### src/hdl/swfd_pkg.sv
// Shared constants and types of the sliding window flood detector.
// No dependencies.
package swfd_pkg;
    localparam int FLOWS    = 64;
    localparam int HISTORY  = 16;
    localparam int FLOW_W   = $clog2(FLOWS);
    localparam int POS_W    = $clog2(HISTORY);
    localparam int CNT_W    = $clog2(HISTORY + 1);
    localparam int STAMP_AW = $clog2(FLOWS * HISTORY);

    localparam logic       FUNC_MSG   = 1'b0;
    localparam logic       FUNC_SWEEP = 1'b1;
    localparam logic [0:0] CFG_WINDOW = 1'b0;
    localparam logic [0:0] CFG_MAXMSG = 1'b1;

    typedef struct packed {
        logic        func;
        logic [31:0] sender_key;
        logic [31:0] target_key;
        logic [1:0]  msg_class;
        logic [31:0] now_seconds;
    } t_item;

    typedef struct packed {
        logic       flooding;
        logic [4:0] window_count;
        logic       not_recorded;
    } t_result;
endpackage

### src/hdl/swfd_front.sv
// Front end: accepts items and holds them in a two-entry queue.
// Depends on swfd_pkg.
module swfd_front (
    input  logic            i_clk,
    input  logic            i_rst_n,
    input  logic            i_valid,
    output logic            o_stall,
    input  swfd_pkg::t_item i_item,
    output logic            o_q_valid,
    output swfd_pkg::t_item o_q_item,
    input  logic            i_q_pop
);
    import swfd_pkg::*;

    t_item      r_mem [2];
    logic       r_wr, r_rd;
    logic [1:0] r_cnt, n_cnt;
    logic       push, pop;

    assign o_stall   = (r_cnt == 2'd2);
    assign push      = i_valid && !o_stall;
    assign pop       = i_q_pop && o_q_valid;
    assign o_q_valid = (r_cnt != 2'd0);
    assign o_q_item  = r_mem[r_rd];

    always_comb begin
        n_cnt = r_cnt;
        if (push && !pop) n_cnt = r_cnt + 2'd1;
        else if (pop && !push) n_cnt = r_cnt - 2'd1;
    end

    always_ff @(posedge i_clk) begin
        if (!i_rst_n) begin
            r_wr  <= 1'b0;
            r_rd  <= 1'b0;
            r_cnt <= 2'd0;
        end else begin
            r_cnt <= n_cnt;
            if (push) r_wr <= !r_wr;
            if (pop)  r_rd <= !r_rd;
        end
    end

    always_ff @(posedge i_clk) begin
        if (push) r_mem[r_wr] <= i_item;
    end
endmodule

### config.mk
export PLATFORM = sky130hd
export DESIGN_NAME = swfd_front
export DESIGN_NICKNAME = d
export VERILOG_FILES = /design/src/hdl/swfd_pkg.sv /design/src/hdl/swfd_front.sv
export SDC_FILE = /design/constraint.sdc
export NUM_CORES = 1
export LEC_CHECK = 0
export BUFFER_PORTS_ARGS = -buffer_cell sky130_fd_sc_hd__buf_2
export CORE_MARGIN = 2
export CORE_UTILIZATION = 54
export CTS_BUF_LIST = sky130_fd_sc_hd__clkbuf_2 sky130_fd_sc_hd__clkbuf_4 sky130_fd_sc_hd__clkbuf_8
export CTS_CLUSTER_SIZE = 8
export DETAILED_ROUTE_END_ITERATION = 16
export GPL_TIMING_DRIVEN = 0
export PLACE_DENSITY = 0.82
export SYNTH_ARGS = -nofsm -noshare
export SYNTH_HDL_FRONTEND = slang
export SYNTH_SLANG_ARGS = --single-unit
### constraint.sdc
create_clock -name i_clk -period 6.1 [get_ports i_clk]
set_input_delay 1.22 -clock i_clk [delete_from_list [all_inputs] [get_ports i_clk]]
set_output_delay 1.22 -clock i_clk [all_outputs]
set_load 0.03 [all_outputs]
==> flow_metrics.tcl, run 1 <==
set metrics [dict create \
    outcome "complete, no violations" \
    p_leak_nw 3.577 \
    wl_per_cell_um 16.88 \
    post_cts_resized 0 \
    async_reset_ff_frac 0 \
    syn_nets 437 \
    cts_setup_buffers 0 \
    viasPerCell 5.010 \
    pre_cts_ws_ns 3.181 \
    avgSynthCellArea_um2 22.25 \
    crit_path_start_kind "flip-flop" \
    dr_total_vias 3838 \
    final_cells 766 \
    cts_root_buf "clkbuf_8" \
    place_inst 719 \
    syn_to_final_growth_pct 26.36 \
    synthCells 333 \
    syn-cell-area_mm2 0.007408 \
    num_antenna_cells 0 \
    vdd_drop_max_mv 0.3112 \
    hp-class "flip-flop to flip-flop" \
    grt_max_degree 55 \
    setup_viol 0 \
    crit_type "flip-flop to primary output" \
    clock_path_buffers 3 \
    boundaryPins 204 \
    die_area_mm2 0.01467 \
    cts_max_level 1 \
    tns_ns 0 \
    port_buffers 203 \
    yosys-top-cells-area "edfxtp_1 (80%), mux2_2 (14%), mux2_4 (2.0%)" \
    power_mw 4.134 \
    drt_first_iter_violations 179 \
    die_x_um 121.1 \
    cts_tree "built" \
    dpl.hpwl_mm 8.932 \
    route.detailed.drc 0 \
    yosysTopAreaCell "edfxtp_1" \
    nNetsFinal 680 \
    yosys.area.top_type_share 0.8026 \
    grt.total_usage 0.1736 \
    synth_edf_count 198 \
    drive_gt1_frac 0.6271 \
    wl_met3_mm 1.280 \
    layout_commonest_cell "buf_2" \
    synth_seq_area_share 0.8161 \
    antenna_left 0 \
    place_congestion 0.7208 \
    required_ns 4.88 \
    clk_pin_slew_ns 0.06 \
    tightest_slew_ns 0.6685 \
    finalCriticalPeriod_ns 3.062 \
    whs_ns 0.5265 \
    synth_cell_types 23 \
    endpoint_kind "primary output" \
    synth_warnings 0 \
    worst_skew_pair.late_latency_ns 0.52 \
    fmax_mhz 326.6 \
    ys_ff_latch 203 \
    antenna_found_initial 0 \
    fp-row-count 42 \
    final_util 0.7041 \
    reg2reg_slack_ns 3.98 \
    first_pass_iters 4 \
    numCtsBuffers 31 \
    grt_pass1_vias 4055 \
    initial_utilization 0.5572 \
    synthFlopType "edfxtp_1" \
    grt_pass1_wl_mm 19.78 \
    worstPathMaxFanout 10 \
    overflow 0 \
    slew_viol_final 0 \
    core_region_area_mm2 0.01330 \
    fin_worst_skew_ns 0.01074 \
    max-cap-violations 0 \
    chipHeight_um 121.1 \
    holdBufCountCts 0 \
    wl_met2_mm 6.332 \
    cts.sinks 203 \
    layout_common_cells "buf_2 (211), edfxtp_1 (198), mux2_2 (89), clkbuf_8 (31), clkbuf_4 (13)" \
    fin_crit_sh 0.5019 \
    rsz0062_at_grt "false" \
    hold_viol_final 0 \
    powerDensity_mw_per_mm2 441.5 \
    top_layer "met4" \
    placed_area_mm2 0.008823 \
    drt-met1-wl_mm 4.932 \
    setup_ws_ns 3.038 \
    cp.arrival_ns 1.84 \
    finalWirelength_mm 12.93 \
    relSlewSlack 0.5544 \
    fin_area_mm2 0.009361 \
]
==> where the power goes <==
group	internal (mW)	switching, mW	leakage, nW
clock	0.540	0.441	0.292
sequential	1.75	0.0452	1.89
combinational	0.508	0.848	1.39
==> cells by family after synthesis <==
| kind of cell | synth area share |
|---|---|
| flip-flops | 0.8161 |
| adder cells (fa/ha/maj) | 0.001689 |
| multiplexers | 0.1555 |
| AND/OR/NAND/NOR | 0.007771 |
| AO/OA/AOI/OAI | 0.004391 |
| buffers and inverters | 0.01098 |
| XOR/XNOR | 0.003547 |
==> layout make-up <==
class,count,area (um^2)
multi-input combinational,117,1292
tap,176,220.2
buffer,11,73.82
clock buffer,44,524.3
clock inverter,3,13.76
timing repair buffer,210,1184
fill,855,3934
sequential,203,6046
inverter,2,7.507
==> metal layers <==
layer  up-vias  track usage
li1       1811            -
met1      1830       0.2082
met2       168       0.2921
met3        29      0.06438
met4         0      0.05675
met5         -            0
==> critical path: stages (launching register included) <==
cell and delay, ns:
dfxtp_1 0.32, buf_6 0.15, buf_2 0.28, mux2_2 0.39
buf_2 0.18
==> registers in the layout, summed over array words and instances (netlist names), named ones only <==
register and flops:
r_cnt 2, r_wr 1, r_mem 198, r_rd 1
==> synthesized netlist by cell type, drive strengths merged (2+ instances only) <==
| cell | instances |
|---|---|
| edfxtp | 198 |
| mux2 | 99 |
| buf | 11 |
| dfxtp | 5 |
| and2 | 3 |
| a21boi | 2 |
| inv | 2 |
| o21ai | 2 |
| xnor2 | 2 |
==> final timing paths <==
kind | start | cells after the start | to
max | flip-flop | 4 | o_q_item[73]
min | r_cnt[1] | 2 | r_cnt[1]
max reg2reg | r_cnt[0] | 7 | r_mem[0][89]
min reg2reg | r_cnt[1] | 2 | r_cnt[1]
Power figures use the tool's default switching activity.
==> run 2, diff against run 1 <==
--- a/config.mk
+++ b/config.mk
@@ -5,14 +5,15 @@
 export SDC_FILE = /design/constraint.sdc
 export NUM_CORES = 1
 export LEC_CHECK = 0
+export ABC_AREA = 1
 export BUFFER_PORTS_ARGS = -buffer_cell sky130_fd_sc_hd__buf_2
 export CORE_MARGIN = 2
-export CORE_UTILIZATION = 54
+export CORE_UTILIZATION = 49
 export CTS_BUF_LIST = sky130_fd_sc_hd__clkbuf_2 sky130_fd_sc_hd__clkbuf_4 sky130_fd_sc_hd__clkbuf_8
 export CTS_CLUSTER_SIZE = 8
 export DETAILED_ROUTE_END_ITERATION = 16
 export GPL_TIMING_DRIVEN = 0
-export PLACE_DENSITY = 0.82
+export PLACE_DENSITY = 0.78
 export SYNTH_ARGS = -nofsm -noshare
 export SYNTH_HDL_FRONTEND = slang
 export SYNTH_SLANG_ARGS = --single-unit
==> constraint.sdc (replaced) <==
create_clock -name i_clk -period 2.65 [get_ports i_clk]
set_input_delay 0.53 -clock i_clk [delete_from_list [all_inputs] [get_ports i_clk]]
set_output_delay 0.53 -clock i_clk [all_outputs]
set_load 0.03 [all_outputs]
==> run 2 against run 1 <==
  * Sequential power rose by 130%
  * Design area rose by 1.2%
  * Total power increased by 130%
  * Count of clock-buffer cells in the layout up 7
  * Non-clock buffer count down 1
  * First-iteration DRC count stayed put
  * Via count grew 2.2%
  * Clock power rose to 2.7 times the previous value
  * Largest cell class unchanged
==> flow_metrics.tcl, run 2 <==
set metrics [dict create \
    outcome "complete, no violations" \
    power_mw 9.571 \
    synth_seq_area_share 0.8155 \
    cts.sinks 203 \
    place_inst 738 \
    overflow 0 \
    synth_cell_types 15 \
    hold_viol_final 0 \
    ys_ff_latch 203 \
    finalCriticalPeriod_ns 2.348 \
    core_region_area_mm2 0.01464 \
    reg2reg_depth 6 \
    tightest_slew_ns 0.7300 \
    initial_utilization 0.5062 \
    fmax_mhz 425.9 \
    die_x_um 127 \
    pre_cts_ws_ns 0.1965 \
    synth_warnings 0 \
    antenna_left 0 \
    yosys-top-cells-area "edfxtp_1 (80%), mux2_2 (14%), mux2_4 (2.0%)" \
    yosysTopAreaCell "edfxtp_1" \
    avgSynthCellArea_um2 21.49 \
    clock_path_buffers 3 \
    worst_skew_pair.late_latency_ns 0.48 \
    wl_per_cell_um 17.18 \
    reg.largest.list "r_mem: 198 flops, r_cnt: 2 flops" \
    cp.arrival_ns 1.82 \
    fin_worst_skew_ns 0.01222 \
    port_buffers 203 \
    cts_tree "built" \
    min_to "r_mem[1][71]" \
    hp-class "input pin to flip-flop" \
    layout_common_cells "buf_2 (211), edfxtp_1 (198), mux2_2 (89), clkbuf_8 (37), clkbuf_4 (14)" \
    vdd_drop_max_mv 0.8110 \
    cts_root_buf "clkbuf_8" \
    dpl.hpwl_mm 9.412 \
    largest_reg_flops 198 \
    final_util 0.6470 \
    nNetsFinal 694 \
    max-cap-violations 0 \
    cts_setup_buffers 0 \
    setup_viol 0 \
    r2r_start "r_cnt[1]" \
    place_congestion 0.6761 \
    synth_commonest_cells "edfxtp_1 (198), mux2_2 (89), mux2_4 (10)" \
    yosys.area.top_type_share 0.8020 \
    synthCells 345 \
    rsz0062_at_grt "false" \
    first_pass_iters 4 \
    chipHeight_um 127 \
    cpMostUsedCell "buf_6" \
    finalWirelength_mm 13.71 \
    final_cells 798 \
    setup_ws_ns 0.3023 \
    syn_to_final_growth_pct 27.81 \
    endpoint_kind "primary output" \
    grt.total_usage 0.1672 \
    crit_type "flip-flop to primary output" \
    tns_ns 0 \
    powerDensity_mw_per_mm2 1010 \
    fillers 1047 \
    drt_first_iter_violations 179 \
    r2r_end "r_mem[1][96]" \
    grt_pass1_vias 4271 \
    regMostFlops "r_mem" \
    reg2reg_slack_ns 0.40 \
    worstPathMaxFanout 10 \
    die_area_mm2 0.01613 \
    crit_path_start_kind "flip-flop" \
    grt_max_degree 30 \
    route.detailed.drc 0 \
    cp_cell_sequence "buf_6 > buf_6 > buf_6 > mux2_4 > buf_2" \
    viasPerCell 4.915 \
    clk_pin_slew_ns 0.06 \
    syn-cell-area_mm2 0.007413 \
    grt_pass1_wl_mm 20.90 \
    fp-row-count 44 \
    layout_commonest_cell "buf_2" \
    drive_gt1_frac 0.6111 \
    async_reset_ff_frac 0 \
    slew_viol_final 0 \
    fin_crit_sh 0.8859 \
    p_leak_nw 3.644 \
    required_ns 2.12 \
    slowest_delay_ns 0.32 \
    dr_total_vias 3922 \
    relSlewSlack 0.5122 \
    crit_slowest_cell "dfxtp_1" \
    boundaryPins 204 \
    holdBufCountCts 0 \
    cts_max_level 2 \
    synthFlopType "edfxtp_1" \
    numCtsBuffers 34 \
    synth_most_common_cell "edfxtp_1" \
    syn_nets 449 \
    synth_edf_count 198 \
    post_cts_resized 0 \
    antenna_found_initial 1 \
    hold_start "i_item[71]" \
    whs_path_depth 1 \
]
==> run 2: cell count changes in the layout (fill, tap and decap cells not counted), sizes merged, moves of 3 or more <==
cell    delta
and2       -3
inv        +6
nand2      +7
clkinv     +3
nor2       +8
clkbuf     +7
==> run 2: area by class of cell <==
cell class	count	area, um^2	area share
flip-flops and latches	203	6046	0.6381
multi-input cells	123	1279	0.1350
repair buffers	209	1144	0.1207
clock buffers	51	614.3	0.06484
well taps	184	230.2	0.02430
plain buffers	11	73.82	0.007791
clock inverters	7	53.80	0.005678
inverters	8	30.03	0.003169
diodes	2	5.005	0.0005282
==> run 2: cell families (layout without fill, tap and decap cells) <==
| logic type | Yosys count | count (layout) | synth area share |
|---|---|---|---|
| mux | 99 | 99 | 0.1554 |
| fa+ha+maj | 1 | 1 | 0.001687 |
| flops | 203 | 203 | 0.8155 |
| compound gates | 5 | 5 | 0.003712 |
| other cells | 0 | 2 | 0 |
| simple gates | 18 | 18 | 0.009620 |
| buf+inv | 19 | 286 | 0.01401 |
==> run 2: metrics by stage <==
step                      area (um^2)  hold slack (ns)
after floorplan                  7428           0.4669
after global placement           8675           0.4814
after detailed placement         8802           0.5131
after CTS                        9470           0.1994
after global routing             9470           0.1991
final                            9475           0.2334
==> run 2: metal layers <==
metal / GRT usage / vias to the layer above / routed length (um)
met3: 0.06240 / 22 / 1193
li1: - / 1858 / -
met1: 0.1883 / 1889 / 5181
met5: 0 / - / 0
met2: 0.2957 / 153 / 7102
met4: 0.05430 / 0 / 233
==> run 2: worst max path at each step <==
stage	to	start	cells past startpoint
after floorplan	r_mem[0][0]	i_valid	2
after global placement	r_mem[0][80]	i_valid	3
after detailed placement	r_mem[1][75]	i_valid	6
after CTS	o_q_item[86]	flip-flop	5
after global routing	o_q_item[81]	flip-flop	5
final	o_q_item[86]	flip-flop	5
==> run 2: power breakdown <==
part	internal [mW]	switching (mW)
Sequential	4.06	0.109
Clock	1.57	1.09
Combinational	0.973	1.78
Total	6.60	2.97
==> run 2: worst max-delay path, delay by kind of cell, from the launching register on <==
family   cells  cell delay (ns)
flops        1             0.32
mux          1             0.31
buf+inv      4             0.70
